[src/rtl/rlpwe_pkg.sv]
package rlpwe_pkg;

  localparam int CHANNELS         = 3;
  localparam int BITS_PER_CHANNEL = 8;
  localparam int DATA_WORDS       = CHANNELS * BITS_PER_CHANNEL;
  localparam int GAP_MAX          = 40;
  localparam int MAX_WORDS        = DATA_WORDS + GAP_MAX;

  localparam int WORD_W     = 16;
  localparam int SEL_W      = 2;
  localparam int GAP_W      = 6;
  localparam int COLOR_W    = 8;
  localparam int INDEX_W    = $clog2(MAX_WORDS);
  localparam int BIT_W      = $clog2(BITS_PER_CHANNEL);
  localparam int CFG_ADDR_W = 3;
  localparam int CFG_DATA_W = 16;

  typedef logic [WORD_W-1:0]     word_t;
  typedef logic [SEL_W-1:0]      sel_t;
  typedef logic [GAP_W-1:0]      gap_t;
  typedef logic [COLOR_W-1:0]    color_t;
  typedef logic [INDEX_W-1:0]    index_t;
  typedef logic [CFG_ADDR_W-1:0] cfg_addr_t;
  typedef logic [CFG_DATA_W-1:0] cfg_data_t;

  localparam cfg_addr_t REG_ONE_COMPARE    = 3'd0;
  localparam cfg_addr_t REG_ZERO_COMPARE   = 3'd1;
  localparam cfg_addr_t REG_FIRST_CHANNEL  = 3'd2;
  localparam cfg_addr_t REG_SECOND_CHANNEL = 3'd3;
  localparam cfg_addr_t REG_THIRD_CHANNEL  = 3'd4;
  localparam cfg_addr_t REG_GAP_WORDS      = 3'd5;

  localparam word_t ONE_COMPARE_RST    = 16'd14;
  localparam word_t ZERO_COMPARE_RST   = 16'd7;
  localparam sel_t  FIRST_CHANNEL_RST  = 2'd0;
  localparam sel_t  SECOND_CHANNEL_RST = 2'd2;
  localparam sel_t  THIRD_CHANNEL_RST  = 2'd1;
  localparam gap_t  GAP_WORDS_RST      = 6'd2;

  typedef struct packed {
    word_t                     one_compare;
    word_t                     zero_compare;
    sel_t  [CHANNELS-1:0]      order;
    gap_t                      gap_words;
  } cfg_t;

endpackage

[src/rtl/rlpwe_cfg_regs.sv]
module rlpwe_cfg_regs
  import rlpwe_pkg::*;
(
  input  logic      clk,
  input  logic      rst,
  input  logic      wr_en,
  input  cfg_addr_t wr_index,
  input  cfg_data_t wr_data,
  output cfg_t      cfg
);

  always_ff @(posedge clk) begin
    if (rst) begin
      cfg.one_compare  <= ONE_COMPARE_RST;
      cfg.zero_compare <= ZERO_COMPARE_RST;
      cfg.order[0]     <= FIRST_CHANNEL_RST;
      cfg.order[1]     <= SECOND_CHANNEL_RST;
      cfg.order[2]     <= THIRD_CHANNEL_RST;
      cfg.gap_words    <= GAP_WORDS_RST;
    end else if (wr_en) begin
      case (wr_index)
        REG_ONE_COMPARE:    cfg.one_compare  <= wr_data[WORD_W-1:0];
        REG_ZERO_COMPARE:   cfg.zero_compare <= wr_data[WORD_W-1:0];
        REG_FIRST_CHANNEL:  cfg.order[0]     <= wr_data[SEL_W-1:0];
        REG_SECOND_CHANNEL: cfg.order[1]     <= wr_data[SEL_W-1:0];
        REG_THIRD_CHANNEL:  cfg.order[2]     <= wr_data[SEL_W-1:0];
        REG_GAP_WORDS:      cfg.gap_words    <= wr_data[GAP_W-1:0];
        default: begin
        end
      endcase
    end
  end

endmodule

[src/rtl/rlpwe_word_gen.sv]
module rlpwe_word_gen
  import rlpwe_pkg::*;
(
  input  cfg_t                  cfg,
  input  color_t [CHANNELS-1:0] color,
  input  logic                  last_pixel,
  input  index_t                idx,
  output word_t                 word,
  output logic                  final_word
);

  logic [INDEX_W-BIT_W-1:0] slot;
  logic [BIT_W-1:0]         bpos;
  sel_t                     sel;
  color_t                   value;
  gap_t                     gap;
  index_t                   last_idx;

  assign slot = idx[INDEX_W-1:BIT_W];
  assign bpos = ~idx[BIT_W-1:0];

  always_comb begin
    sel = '0;
    if (int'(slot) < CHANNELS) begin
      sel = cfg.order[slot[SEL_W-1:0]];
    end
    // A selector that names no channel sends a channel of all zero bits.
    value = '0;
    if (int'(sel) < CHANNELS) begin
      value = color[sel];
    end
    word = '0;
    if (int'(idx) < DATA_WORDS) begin
      word = value[bpos] ? cfg.one_compare : cfg.zero_compare;
    end
    gap = '0;
    if (last_pixel) begin
      gap = (int'(cfg.gap_words) > GAP_MAX) ? gap_t'(GAP_MAX) : cfg.gap_words;
    end
    last_idx   = index_t'(DATA_WORDS - 1) + index_t'(gap);
    final_word = (idx == last_idx);
  end

endmodule

[src/rtl/rgb_led_pulse_width_encoder.sv]
// Pulse-width encoder for a chain of addressable RGB LEDs. Each input beat is one pixel
// (three 8-bit colors, tlast marks the last pixel of the chain); it becomes 24 output
// beats, one compare word per data bit, channels in the configured order and MSB first,
// followed after the last pixel by the configured number of zero words (capped at 40).
// The output beat that ends each pixel carries tlast. One output word leaves the result
// register per cycle unless m_tready stalls it, 24 words per pixel plus the gap after the
// last; the next pixel is taken in the cycle its predecessor's final word is produced.
// Configuration writes are always ready and should only be issued while the block is idle.
module rgb_led_pulse_width_encoder
  import rlpwe_pkg::*;
(
  input  logic        clk,
  input  logic        rst,
  input  logic        s_tvalid,
  output logic        s_tready,
  input  logic [23:0] s_tdata,   // color_0 [7:0], color_1 [15:8], color_2 [23:16]
  input  logic        s_tlast,
  output logic        m_tvalid,
  input  logic        m_tready,
  output logic [15:0] m_tdata,   // compare_word [15:0]
  output logic        m_tlast,
  input  logic        cfg_valid,
  output logic        cfg_ready,
  input  cfg_addr_t   cfg_index,
  input  cfg_data_t   cfg_data
);

  cfg_t                  cfg;
  color_t [CHANNELS-1:0] color;
  logic                  last_pixel;
  logic                  busy;
  index_t                idx;
  word_t                 word;
  logic                  final_word;
  logic                  take;
  logic                  adv;
  logic                  accept;

  assign cfg_ready = 1'b1;

  rlpwe_cfg_regs u_cfg (
    .clk      (clk),
    .rst      (rst),
    .wr_en    (cfg_valid),
    .wr_index (cfg_index),
    .wr_data  (cfg_data),
    .cfg      (cfg)
  );

  rlpwe_word_gen u_gen (
    .cfg        (cfg),
    .color      (color),
    .last_pixel (last_pixel),
    .idx        (idx),
    .word       (word),
    .final_word (final_word)
  );

  assign take     = !m_tvalid || m_tready;
  assign adv      = busy && take;
  assign s_tready = !busy || (adv && final_word);
  assign accept   = s_tvalid && s_tready;

  always_ff @(posedge clk) begin
    if (rst) begin
      busy     <= 1'b0;
      idx      <= '0;
      m_tvalid <= 1'b0;
    end else begin
      if (take) begin
        m_tvalid <= busy;
      end
      if (accept) begin
        busy <= 1'b1;
        idx  <= '0;
      end else if (adv) begin
        idx <= idx + index_t'(1);
        if (final_word) begin
          busy <= 1'b0;
        end
      end
    end
  end

  always_ff @(posedge clk) begin
    if (adv) begin
      m_tdata <= word;
      m_tlast <= final_word;
    end
    if (accept) begin
      color[0]   <= s_tdata[7:0];
      color[1]   <= s_tdata[15:8];
      color[2]   <= s_tdata[23:16];
      last_pixel <= s_tlast;
    end
  end

endmodule

[config.mk]
export PLATFORM = sky130hd
export DESIGN_NAME = rgb_led_pulse_width_encoder
export DESIGN_NICKNAME = d
export VERILOG_FILES = /design/src/rtl/rlpwe_pkg.sv /design/src/rtl/rlpwe_cfg_regs.sv /design/src/rtl/rlpwe_word_gen.sv /design/src/rtl/rgb_led_pulse_width_encoder.sv
export SDC_FILE = /design/constraint.sdc
export NUM_CORES = 1
export LEC_CHECK = 0
export ABC_AREA = 1
export ABC_CLOCK_PERIOD_IN_PS = 5010
export BUFFER_PORTS_ARGS = -buffer_cell sky130_fd_sc_hd__clkbuf_2
export CAP_MARGIN = 20
export CORE_UTILIZATION = 44
export DETAILED_ROUTE_END_ITERATION = 8
export SETUP_SLACK_MARGIN = 0.1
export SYNTH_ARGS = -nofsm -noshare
export SYNTH_HDL_FRONTEND = slang
export SYNTH_SLANG_ARGS = --single-unit
[constraint.sdc]
create_clock -name clk -period 5.01 [get_ports clk]
set_input_delay 0.2505 -clock clk [delete_from_list [all_inputs] [get_ports clk]]
set_output_delay 0.2505 -clock clk [all_outputs]
set_load 0.005 [all_outputs]
-- After elaboration in Yosys (flattened, before gate mapping)
Index checks and enable logic that the tools add are counted.
- add/subtract/negate cells: 2
- multiply operators: 0
- div/mod/pow operators: 0
- magnitude comparators: 7
- equal/unequal tests: 6
- shift-type cells: 0
- mux-type cells: 14
- bitwise logic cells: 1
- reduce and logical (&&, ||, !) cells: 18
- operators with widths (cell ; count):
    binary-select mux 8 bit (select 2 bit) ; 1
    two-way mux 16 bit ; 1
    two-way mux 8 bit ; 2
    AND reduction 2 bit ; 7
    two-way mux 6 bit ; 2
    adder 5 x 6 -> 6 bit (first input constant) ; 1
    adder 6 x 1 -> 6 bit (second input constant) ; 1
    == test 3 x 2 -> 1 bit (second input constant) ; 2
    == test 3 bit (second input constant) ; 2
    == test 6 bit ; 1
    greater-than comparator 6 bit (second input constant) ; 1
    < comparator 2 x 3 -> 1 bit (second input constant) ; 2
    < comparator 6 x 5 -> 1 bit (second input constant) ; 1
    binary-select mux 2 bit (select 2 bit) ; 1
    < comparator 3 x 4 -> 1 bit (second input constant) ; 1
    two-way mux 1 bit ; 4
    two-way mux 2 bit ; 2
    nonzero test 2 bit ; 2
    binary-select mux 1 bit (select 3 bit) ; 1
    == test 3 x 1 -> 1 bit (second input constant) ; 1
    logical AND 1 bit ; 3
    zero test 3 bit ; 1
    < comparator 3 x 2 -> 1 bit (second input constant) ; 1
    NOT 3 bit ; 1
    other kinds (4) ; 6
- register bits: 94
- latch bits: 0
- bits in writable memories: 0
- memory bits (read-only): 0
- input port bits: 49
- output and inout bits: 20
- word-level logic and storage cells: 63
- memories kept: 0

-- Logic depth before layout (Yosys ltp)
Gate-level depths: netlist of run 1.
- depth after elaboration: 10
- mapped depth: 16
- depth with buffers taken out: 16

-- By module
Synthesis of run 1 repeated with hierarchy kept, for this count alone.
- cells, all modules: 584
- area total of the unflattened synthesis: 4545.6 um2
- by module, submodules not included (module ; instances ; cells each ; area each (um2) ; seq. area each (um2)):
    rlpwe_cfg_regs ; 1 ; 263 ; 1821.7 ; 880.8
    rgb_led_pulse_width_encoder ; 1 ; 98 ; 1677.9 ; 1421.4
    rlpwe_word_gen ; 1 ; 223 ; 1046.0 ; 0.0

-- Worst setup path after synthesis of run 1
Ideal clock, no wire load.
- kind: flip-flop to flip-flop
- start point: reg u_cfg.cfg[0] (netlist name)
- end point: reg color[0] (netlist bit), enable pin
- library setup time: 0.380 ns
- data arrival time: 2.251 ns
- data required time: 4.630 ns
- setup slack: 2.379 ns
- cell stages (with the launch flop): 14
- buffers on the path: 0
- clock period less this slack: 2.631 ns
- path through: dfxtp_1 > nor2_1 > nand2_1 > nand2_1 > nand3_1 > ha_1 > xnor2_1 > nor2_1 > nand3_1 > nor2_1 > nand4_1 > nand2_1 > nand2_1 > inv_1
- cells in the longest elaborated chain, start to end: 8
- ends and longest elaborated chain (item ; RTL line ; RTL):
    greater-than comparator 6 bit ; rlpwe_word_gen.sv:38 ; gap = (int'(cfg.gap_words) > GAP_MAX) ? gap_t'(GAP_MAX) : cfg.gap_words;
    two-way mux 6 bit (*) ; rlpwe_word_gen.sv:38 ;
    two-way mux 6 bit (*) ; rlpwe_word_gen.sv:37 ; if (last_pixel) begin
    adder 5 x 6 -> 6 bit (*) ; rlpwe_word_gen.sv:40 ; last_idx = index_t'(DATA_WORDS - 1) + index_t'(gap);
    == test 6 bit (*) ; rlpwe_word_gen.sv:41 ; final_word = (idx == last_idx);
    logical AND 1 bit (*) ; rgb_led_pulse_width_encoder.sv:61 ; assign s_tready = !busy || (adv && final_word);
    logical OR 1 bit (*) ; rgb_led_pulse_width_encoder.sv:61 ;
    named net s_tready ; rgb_led_pulse_width_encoder.sv:15 ; output logic s_tready,
    logical AND 1 bit (*) ; rgb_led_pulse_width_encoder.sv:62 ; assign accept = s_tvalid && s_tready;
    named net accept ; rgb_led_pulse_width_encoder.sv:37 ; logic accept;
    end, declared ; rgb_led_pulse_width_encoder.sv:29 ; color_t [CHANNELS-1:0] color;
Mark *: on every way through the listed nets, which the timed path passes. The rest lies on a longest branch.
A chain may end at the register's enable or synchronous reset.

-- Worst setup path after layout of run 1
- start point: reg u_cfg.cfg[0] (netlist name)
- end point: reg color[11] (netlist bit), enable pin
- cells in the longest elaborated chain, start to end: 8
- ends and longest elaborated chain (item ; RTL line):
    greater-than comparator 6 bit ; rlpwe_word_gen.sv:38
    two-way mux 6 bit (*) ; rlpwe_word_gen.sv:38
    two-way mux 6 bit (*) ; rlpwe_word_gen.sv:37
    adder 5 x 6 -> 6 bit (*) ; rlpwe_word_gen.sv:40
    == test 6 bit (*) ; rlpwe_word_gen.sv:41
    logical AND 1 bit (*) ; rgb_led_pulse_width_encoder.sv:61
    logical OR 1 bit (*) ; rgb_led_pulse_width_encoder.sv:61
    logical AND 1 bit (*) ; rgb_led_pulse_width_encoder.sv:62
    named net accept ; rgb_led_pulse_width_encoder.sv:37
Marked as above.

==> results of run 1 <==
## layout make-up
cell class | instances | area [um^2]
Timing Repair Buffer | 68 | 343
Sequential cell | 94 | 2300
Fill cell | 921 | 4400
Tap cell | 129 | 161
Multi-Input combinational cell | 331 | 1610
Clock inverter | 6 | 110
Inverter | 59 | 221
Clock buffer | 10 | 128
## flip-flops by register name (all words and copies together), names as in the netlist
signal,flops
idx,6
busy,1
last_pixel,1
u_cfg.cfg,44
m_tvalid,1
color,24
m_tlast,1
m_tdata,16
## where the power goes
part	total [W]	internal (W)	leakage, nW	switching [W]
Combinational	0.000189	0.0000702	1.25	0.000119
Clock	0.000591	0.000331	0.112	0.000261
Sequential	0.000866	0.000849	0.821	0.0000172
Total	0.00165	0.00125	2.19	0.000397
## stage by stage
step	power, W	hold WS, ps	std cells
after floorplan	0.00101	320	500
after global placement	0.00107	429	681
after detailed placement	0.00107	429	681
after CTS	0.00166	48.3	697
after global routing	0.00172	40.3	697
final	0.00165	61.8	697
## synth_stat cells (all sizes together)
cell | n | area share (%)
edfxtp | 42 | 30
nor4 | 1 | 0.15
nand3 | 44 | 6.1
inv | 58 | 5.1
nor2 | 90 | 8.8
xor2 | 5 | 1.0
or2 | 2 | 0.30
nand4 | 3 | 0.44
ha | 2 | 0.59
and3 | 1 | 0.15
clkinv | 1 | 0.088
nand3b | 5 | 0.89
conb | 1 | 0.088
xnor2 | 1 | 0.21
o2111ai | 1 | 0.21
o211ai | 5 | 1.0
buf | 8 | 1.7
nand2 | 96 | 9.1
dfxtp | 52 | 25
clkbuf | 8 | 0.71
nor3 | 1 | 0.12
o21ai | 43 | 5.3
a21oi | 30 | 3.5
## metal layers
metal | GRT usage (%) | wire, um
met1 | 24.8 | 4240
met2 | 32.8 | 4340
met3 | 5.43 | 445
met4 | 5.35 | 101
met5 | 0 | 0
## path summary, 6_finish.rpt
kind,start,end,slack (ps),cells after the start
worst max register to register,u_cfg.cfg[0],color[11],1960,13
worst min-delay path,s_tdata[6],color[6],60,1
worst min register to register,u_cfg.cfg[27],u_cfg.cfg[27],460,2
worst max-delay path,u_cfg.cfg[0],color[11],1960,13
## critical path, delay by kind of cell, from the launching register on
family | cells | cell delay, ps
and+or+nand+nor | 10 | 1150
buffers and inverters | 1 | 690
adders and majority gates | 1 | 360
DFF | 1 | 330
xor gates and xnor gates | 1 | 120
## cell families after synthesis
group,count (synthesis),synth area share [%]
xor gates and xnor gates,6,1.24
other,1,0.0885
AOI/OAI and AO/OA,79,10.1
adders and majority gates,2,0.590
buffers and inverters,75,7.62
DFF,94,54.3
and+or+nand+nor,243,26.1
==> summary by stage, run 1 <==
Min path
In this run the worst hold path is classified as in2reg.

Floorplan
69 I/O pins were placed. The height of the die is 100 um. The floorplan die area is 10000 um^2. The initial core utilization is 45.7%. The area of the core is 9280 um^2.

The die outline width is 100 um. The number of rows in the core area is 35.

Timing
Counting I/O delays and the setup requirement, the final critical path takes 3050 ps. The hold violation total from the final report is 0. The final worst clock skew is 13.2 ps. The actual slew at the worst max-slew pin is 952 ps. The worst path meets setup with 1960 ps of slack. In the finished design, the share of the clock period the worst path needs comes to 61.0%. Setup repair after global routing left no endpoint under its margin.

The setup-violating endpoint count in the final report is 0. Setup total negative slack on the finished layout was measured at 0 ps. The final-report max-slew violation count is 0. The worst-case headroom to the max-slew limit is 36.5%. Static timing analysis puts the maximum clock frequency at 0.327 GHz.

Clock tree
CTS saw 94 sinks. The count of cells resized by post-cts repair is 0. The clock insertion delay at the later pin of the skew report is 360 ps. The clock-pin slew on the worst setup and hold paths is 90 ps. The number of buffers inserted during clock tree synthesis is 9. The maximum level of the CTS H-tree is 3. The root buffer cell is clkbuf_8. For this design, the CTS-stage hold fixing added 0 buffers.

The clock passes through at most 2 buffers. The post-CTS setup-driven buffer insertion count is 0. TritonCTS built the clock tree.

Final layout
From synthesis to final layout, the design area changed by 15.1%. The proportion of layout cells with a drive suffix above 1 is 19.5%. The post-route core utilization is 52.6%.

In the layout the commonest cells are nand2_1, nor2_1, clkbuf_2. The repair_antennas step left the layout with diodes totalling 0. At the end of the flow, the number of nets in the layout was 614.

The library cell used most frequently in the layout, excluding fill and tap cells, is nand2_1. The area of all placed cells without fillers is 4880 um^2.

Logic synthesis
After synthesis, flip-flops and latches occupy 54.3% of the total area. The synthesized instance count is 500. Counting every net in the synthesized netlist gives 551. The number of warnings printed during yosys synthesis is 0.

The cell area that synthesis handed to floorplanning was 4240 um^2. The number of synthesized register bits is 94. In this run, distinct cell masters in the synthesized netlist total 36.

A synthesized cell averages 8.48 um^2.

Global routing
The first global-routing pass estimated 15.3 mm of wire. After global routing the overflow that remains totals 0. Across every metal layer, demand over resource in global routing totals 19.5%.

The pin count of the biggest net entering global routing is 46. The number of antenna violations at the first check in global routing is 0. The via count of the first global-routing pass is 3287.

Critical path
Data on the critical path is required at its endpoint by 4990 ps. STA classifies the critical path endpoint as a register. The worst setup path is launched from a register.

The peak fanout along the critical path is 25. The signal on the critical path passes through nor2_1 > nand2_1 > nand2_1 > nand3_1 > ha_1 > xnor2_1 > nor2_1 > nand3_1 > nor2_1 > nand4_1 > nand2_1 > nand2_1 > inv_1. The worst setup path is of the reg2reg kind. The critical path's most frequent cell is nand2_1. On the worst path, the slowest cell contributes a delay of 690 ps.

The slowest stage of the critical path is the inv_1 cell. At the worst endpoint, the arrival time is 3030 ps.

Power
For this design the static power due to leakage is 2.19 nW. IR analysis of the VDD net gives a maximum drop of 0.150 mV. The power per standard cell area is 337 nW/um^2.

Place
The placed standard-cell area is 4640 um^2. Summed over all nets, the half-perimeter wirelength after detailed placement is 6.22 mm. At the placement stage, the worst setup path has a slack of 1950 ps.

At the end of routability-driven placement, the weighted congestion stood at 0.948. During placement, the flow inserted port buffers numbering 67.

Detailed routing
The number of optimization iterations in the first detailed-route pass is 4. The final layout contains routed wiring with a total length of 9.13 mm. The total via count in the routed design is 3408. Dividing the detail-routed wire length by the instance count gives 13.1 um. The count of nets left with antenna violations once routing finished came out at 0. After the first detailed-routing iteration, the DRC count stood at 132. The number of vias per cell is 4.89. For this run, design rule violations remaining after detail routing come to 0.

Flow run
The tool flagged a number of max-cap violations equal to 0.

Outcome
The run finished with clean final reports.
(Power assumes the default switching activity.)
==> run 2, diff against run 1 <==
- ABC_AREA: 1 -> 0
- ABC_CLOCK_PERIOD_IN_PS: 5010 -> 2800
- PLACE_DENSITY: unset -> 0.67
- clock period: 5.01 -> 2.8 ns (I/O delays scaled with it)
==> summary by stage, run 2 <==
Critical path
The reg2reg setup slack was 0 ps (was 1960 ps). The critical path class is reg2out (was reg2reg). The peak fanout along the critical path came to 5 (was 25). The sort of element at the end of the critical path is an output port (was register). The required arrival time at the worst endpoint is 2660 ps (was 4990 ps). The type of element launching the critical path was a register (unchanged). The critical path arrival is 2670 ps (was 3030 ps).

Power
The static leakage came to 2.15 nW (was 2.19 nW). The power per standard cell area was 500 nW/um^2 (was 337 nW/um^2). The overall power after layout was 0.00275 W (was 0.00165 W).

The peak supply drop is 0.337 mV (was 0.150 mV).

Detailed routing
The detail-routed net length per standard cell was 14.7 um (was 13.1 um). The total via count in the routed design was 3450 (was 3408). The post-detailed-route DRC marker count is 0 (unchanged).

The routed metal-1 wirelength is 4.26 mm (was 4.24 mm). The top layer reached by signal wires is met4 (unchanged). The number of optimization iterations in the first detailed-route pass was 4 (unchanged).

The amount of wire on met3 after detailed routing was 425 um (was 445 um). The final wirelength is 9.94 mm (was 9.13 mm). The number of vias per cell is 5.12 (was 4.89). The violation count after the first detailed-routing iteration came to 158 (was 132). The met2 wire length was 5.08 mm (was 4.34 mm). The antenna violation net count after detailed routing is 0 (unchanged).

Floorplan
The initial core utilization was 46.1% (was 45.7%). The floorplan die area is 10200 um^2 (was 10000 um^2). The height of the die is 101 um (was 100 um).

The die outline width is 101 um (was 100 um). The area of the core is 9370 um^2 (was 9280 um^2). The number of rows in the core area is 35 (unchanged).

The top-level port count was 69 (unchanged).

Final layout
The layout-stage area growth over the synthesis result is 27.5% (was 15.1%). The register with the most flip-flops is u_cfg.cfg (unchanged). The flip-flop count of the largest register, all copies and words added is 44 (unchanged).

The count of nets after finishing came to 591 (was 614). The leading cell type in the layout, fill and taps excluded is nand2_1 (unchanged). The post-route core utilization is 58.7% (was 52.6%). Most used cells in the layout excluding fill and tap cells: nand2_1, clkbuf_2, dfxtp_1 (was nand2_1, nor2_1, clkbuf_2). The proportion of layout cells with a drive suffix above 1 is 25.3% (was 19.5%). Largest registers: u_cfg.cfg x44, color x24, m_tdata x16 (unchanged).

The post-layout instance count excluding filler cells was 674 (was 697). The total inserted antenna cells came to 0 (unchanged).

Clock tree
The number of sinks driven by the clock tree is 94 (unchanged). The clock tree from TritonCTS is yes (unchanged). The clock-pin slew on the worst setup and hold paths is 100 ps (was 90 ps). The number of buffers inserted during clock tree synthesis is 9 (unchanged).

The root buffer cell is clkbuf_8 (unchanged). The worst-case clock buffer depth is 2 (unchanged). The clock insertion delay at the later pin of the skew report is 370 ps (was 360 ps).

The maximum level of the CTS H-tree is 3 (unchanged).

Timing
Unrepaired setup endpoints after global routing: true (was false). The hold violation total from the final report is 0 (unchanged). The final worst clock skew was 15.2 ps (was 13.2 ps). The setup slack of the critical path after layout is -12.1 ps (was 1960 ps). The worst-case headroom to the max-slew limit is 39.6% (was 36.5%). The portion of the clock cycle consumed by the worst path in the final layout is 100%. The actual slew at the worst max-slew pin was 907 ps (was 952 ps). The post-layout minimum cycle time is 2810 ps. The setup-violating endpoint count in the final report was 1 (was 0).

The worst hold margin is 5.22 ps (was 61.8 ps). The highest clock rate is 0.356 GHz. The final-report max-slew violation count came to 0 (unchanged).

Logic synthesis
The most frequently used cell type in the post-synthesis netlist is nand2_1 (unchanged). The count of distinct cell types in the synthesized netlist is 61 (was 36). The async set-reset flop share out of synthesis is 0% (unchanged). The synthesized instance count came to 433 (was 500). The number of synthesized flops with an enable pin is 42 (unchanged). Synth top area cells: edfxtp_1, dfxtp_1, nand2_1 (unchanged). The most instantiated flip-flop cell in the synthesis netlist is dfxtp_1 (unchanged). The number of warnings printed during yosys synthesis is 0 (unchanged). The average size of a mapped cell was 9.97 um^2 (was 8.48 um^2). The sequential element share of the synthesized area came to 53.3% (was 54.3%).

Most common library cells after synthesis: nand2_1, dfxtp_1, edfxtp_1 (was nand2_1, nor2_1, inv_1). The number of synthesized register bits came to 94 (unchanged). The cell taking the most area after synthesis is edfxtp_1 (unchanged). The post-synthesis instance area is 4320 um^2 (was 4240 um^2). The share of Yosys cell area claimed by the top area cell type is 29.2% (was 29.8%). The net count after synthesis was 484 (was 551).

Place
The total half-perimeter wirelength after legalization and detailed placement is 6.46 mm (was 6.22 mm). The placer congestion estimate is 0.777 (was 0.948). The instance count after placement with tap cells included is 619 (was 681). The worst slack after detailed placement was 37.3 ps (was 1950 ps). The count of input and output buffers was 67 (unchanged).

Global routing
The total grt overflow was 0 (unchanged). The number of antenna violations at the first check in global routing is 0 (unchanged). The via count of the first global-routing pass is 3333 (was 3287).

The global-route usage over all layers is 20.3% (was 19.5%). The pin count of the biggest net entering global routing is 45 (was 46). The wire length of the first global-routing pass is 15.8 mm (was 15.3 mm).

Outcome
The final reports fail on negative setup slack. Result of the run: finished, violations left (was finished clean).

Min path
The path category of the worst min-delay check is in2reg (unchanged).

Flow run
The number of max-cap violations is 0 (unchanged).
run 2: cell types whose count changed after synthesis, moves of 5 or more:
cell	change
nor2_2	-10
o31ai_1	+7
clkbuf_1	+10
nand2_2	-5
mux2i_1	+30
inv_1	-46
o21ai_0	-36
nand2_1	+23
nor2_1	-61
nand3_1	-29
run 2: worst paths after layout:
check / startpoint / to / cells after the start
worst min register to register: u_cfg.cfg[34] / u_cfg.cfg[34] / 2
worst max-delay path: u_cfg.cfg[0] / s_tready / 11
worst max register to register: u_cfg.cfg[0] / color[3] / 11
worst min-delay path: cfg_data[6] / u_cfg.cfg[34] / 3
run 2: through the flow:
step	instance area (um^2)	setup TNS, ps
after floorplan	4390	0
after global placement	4870	0
after detailed placement	4870	0
after CTS	5440	0
after global routing	5510	-1490
final	5510	-12.1
run 2: critical path: stages, from the launching register on:
cell	delay, ps
dfxtp_2	340
o311ai_4	270
and2_4	220
nand3_4	70
ha_4	210
xnor2_2	170
o211ai_1	150
nand4_1	160
nand4_1	190
o31ai_4	300
buf_4	160
buf_6	80
run 2: layout make-up:
type                            instances  area [um^2]
Clock inverter                          6         58.8
Fill cell                             838         3870
Tap cell                              129          161
Inverter                               10         37.5
Clock buffer                           10          149
Multi-Input combinational cell        305         1960
Sequential cell                        94         2300
Timing Repair Buffer                  120          832
run 2: cell families (layout without fill, tap and decap cells):
logic type                 count (synthesis)  in the layout  synth area share, %
xor gates and xnor gates                   8              8                 1.62
muxes                                     35             35                 8.95
and+or+nand+nor                          180            182                 19.3
buffers and inverters                     36            146                 4.11
DFF                                       94             94                 53.3
other                                      1              1               0.0868
adders and majority gates                  2              2                0.579
AOI/OAI and AO/OA                         77             77                 12.1
run 2: repair_timing:
| item | in CTS | in global routing |
|---|---|---|
| hold endpoints to repair | 37 | 0 |
| endpoints found under the setup margin | 26 | 31 |
| setup buffers | 3 | 2 |
| hold buffers | 32 | 0 |
| resized for setup | 7 | 7 |
| pin swaps | 8 | 8 |
| gates cloned | 0 | 2 |
run 2: layer usage:
metal	GRT usage [%]	vias to the layer above
met5	0	-
met4	7.92	0
met3	3.74	13
met2	35.4	79
met1	24.8	1625
li1	-	1733
run 2: power by group:
part | leakage [nW] | internal, W | total (W) | switching (W)
Combinational | 1.23 | 0.000152 | 0.000308 | 0.000156
Sequential | 0.819 | 0.00149 | 0.00152 | 0.0000282
Clock | 0.107 | 0.000397 | 0.000925 | 0.000527
==> run 3, diff against run 2 <==
==> constraint.sdc (replaced) <==
create_clock -name clk -period 2.8 [get_ports clk]
set_input_delay 0.14 -clock clk [delete_from_list [all_inputs] [get_ports clk]]
set_output_delay 0.14 -clock clk [all_outputs]
set_load 0.02 [all_outputs]
==> summary by stage, run 3 (synthesis results as in run 2) <==
Outcome
Result of the run: finished clean (was finished, violations left).

Detailed routing
The detail-routed net length per standard cell is 14.4 um (was 14.7 um). The final wirelength is 9.67 mm (was 9.94 mm). The post-detailed-route DRC marker count came to 0 (unchanged). The antenna violation net count after detailed routing was 0 (unchanged). The total via count in the routed design is 3488 (was 3450).

The number of vias per cell came to 5.18 (was 5.12). The number of optimization iterations in the first detailed-route pass is 4 (unchanged). The violation count after the first detailed-routing iteration came to 162 (was 158).

Final layout
Largest registers: u_cfg.cfg x44, color x24, m_tdata x16 (unchanged). The layout-stage area growth over the synthesis result was 28.6% (was 27.5%). The register with the most flip-flops is u_cfg.cfg (unchanged). The flip-flop count of the largest register, all copies and words added is 44 (unchanged).

The post-route core utilization came to 59.3% (was 58.7%). The leading cell type in the layout, fill and taps excluded was nand2_1 (unchanged). The count of nets after finishing is 591 (unchanged).

The area of all placed cells without fillers is 5560 um^2 (was 5510 um^2). The total inserted antenna cells is 0 (unchanged). The proportion of layout cells with a drive suffix above 1 was 25.5% (was 25.3%).

Most used cells in the layout excluding fill and tap cells: nand2_1, clkbuf_2, dfxtp_1 (unchanged).

Global routing
The wire length of the first global-routing pass is 16.4 mm (was 15.8 mm). The pin count of the biggest net entering global routing was 45 (unchanged). The number of antenna violations at the first check in global routing was 0 (unchanged). The total grt overflow was 0 (unchanged).

The global-route usage over all layers is 21.0% (was 20.3%). The via count of the first global-routing pass is 3555 (was 3333).

Clock tree
The clock tree from TritonCTS is yes (unchanged). The root buffer cell is clkbuf_8 (unchanged). The maximum level of the CTS H-tree is 3 (unchanged). The number of buffers inserted during clock tree synthesis is 9 (unchanged). The worst-case clock buffer depth is 2 (unchanged). The clock-pin slew on the worst setup and hold paths is 110 ps (was 100 ps). The number of sinks driven by the clock tree is 94 (unchanged). The clock insertion delay at the later pin of the skew report is 370 ps (about the same).

Timing
The setup-violating endpoint count in the final report came to 0 (was 1). The hold violation total from the final report is 0 (unchanged). The highest clock rate was 0.357 GHz (was 0.356 GHz).

The post-layout minimum cycle time is 2800 ps (was 2810 ps). Unrepaired setup endpoints after global routing: true (unchanged). The worst hold margin is 21.7 ps (was 5.22 ps). The worst-case headroom to the max-slew limit is 40.9% (was 39.6%).

The actual slew at the worst max-slew pin was 886 ps (was 907 ps). The final-report max-slew violation count is 0 (unchanged). The portion of the clock cycle consumed by the worst path in the final layout was 100% (about the same). The final worst clock skew came to 19.7 ps (was 15.2 ps).

Place
The placed standard-cell area came to 4870 um^2 (about the same). The placer congestion estimate was 0.760 (was 0.777). The total half-perimeter wirelength after legalization and detailed placement came to 6.36 mm (was 6.46 mm). The count of input and output buffers was 67 (unchanged).

Critical path
The sort of element at the end of the critical path is an output port (unchanged). The required arrival time at the worst endpoint is 2660 ps (about the same). The sum of buffers and inverters on the critical path came to 2 (unchanged). The critical path's most frequent cell was nand4_1 (unchanged). The type of element launching the critical path is a register (unchanged). The critical path class was reg2out (unchanged). The largest incremental delay on the critical path is 350 ps (was 340 ps). Cells along the critical path: o311ai_4 > and2_4 > nand3_2 > ha_4 > xnor2_2 > nand4b_1 > nand4_1 > nand4_1 > o31ai_4 > buf_4 > clkbuf_8 (was o311ai_4 > and2_4 > nand3_4 > ha_4 > xnor2_2 > o211ai_1 > nand4_1 > nand4_1 > o31ai_4 > buf_4 > buf_6).

The critical path arrival was 2660 ps (was 2670 ps). The highest-delay cell along the critical path is dfxtp_2 (unchanged). The gate family responsible for the most delay along the worst path is simple AND/OR/NAND/NOR gates (was compound AO/OA/AOI/OAI gates).

The peak fanout along the critical path is 5 (unchanged).

Power
The power per standard cell area is 515 nW/um^2 (was 500 nW/um^2). The overall power after layout came to 0.00286 W (was 0.00275 W). The peak supply drop came to 0.351 mV (was 0.337 mV).

The static leakage is 2.17 nW (was 2.15 nW).

Floorplan
The number of rows in the core area is 35 (unchanged). The area of the core is 9370 um^2 (unchanged). The height of the die is 101 um (unchanged). The initial core utilization is 46.1% (unchanged). The die outline width came to 101 um (unchanged).

The top-level port count is 69 (unchanged). The floorplan die area is 10200 um^2 (unchanged).

Min path
The path category of the worst min-delay check is in2reg (unchanged).

Flow run
The number of max-cap violations is 0 (unchanged).
[run 3: final timing paths]
kind | slack, ps | cells past startpoint | endpoint | startpoint
setup / recovery | 1 | 11 | s_tready | u_cfg.cfg[1]
hold / removal | 20 | 3 | u_cfg.cfg[31] | cfg_data[3]
setup reg to reg | 60 | 10 | color[19] | u_cfg.cfg[1]
hold reg to reg | 460 | 2 | u_cfg.cfg[43] | u_cfg.cfg[43]
[run 3: cell type report]
type	instances	area [um^2]
Sequential cell	94	2300
Multi-Input combinational cell	303	1960
Fill cell	815	3820
Clock buffer	10	149
Clock inverter	6	83.8
Tap cell	129	161
Timing Repair Buffer	122	855
Inverter	10	37.5
[run 3: report_power, final]
group	internal [W]	switching [W]
logic	0.000154	0.000174
clock network	0.000489	0.000526
registers	0.00149	0.0000272
[run 3: per-stage QoR]
step / TNS [ps] / std cells / worst slack (ps)
after global placement: 0 / 619 / 74.6
final: 0 / 674 / 1.12
after floorplan: -1750 / 433 / -70.0
after global routing: -1770 / 674 / -119
after CTS: 0 / 672 / 41.1
after detailed placement: -345 / 619 / -15.1
[run 3: repair_timing]
item                       CTS  global route
setup endpoints to repair   27            47
resized for setup           13             2
hold buffers                34             0
pin swaps                   10             1
hold endpoints to repair    43             0
buffers inserted             3             2
[run 3: tightest hold or removal path: cells and delay by family]
family / cells / cell delay [ps]
AND/OR/NAND/NOR: 2 / 110
buffers and inverters: 1 / 110
[run 3: metal layers]
metal  vias to the layer above  wire, um  track usage (%)
li1                       1735         -                -
met1                      1668      4090             24.6
met2                        76      5040             36.9
met3                         9       456             5.06
met4                         0        89             8.58
met5                         -         0                0
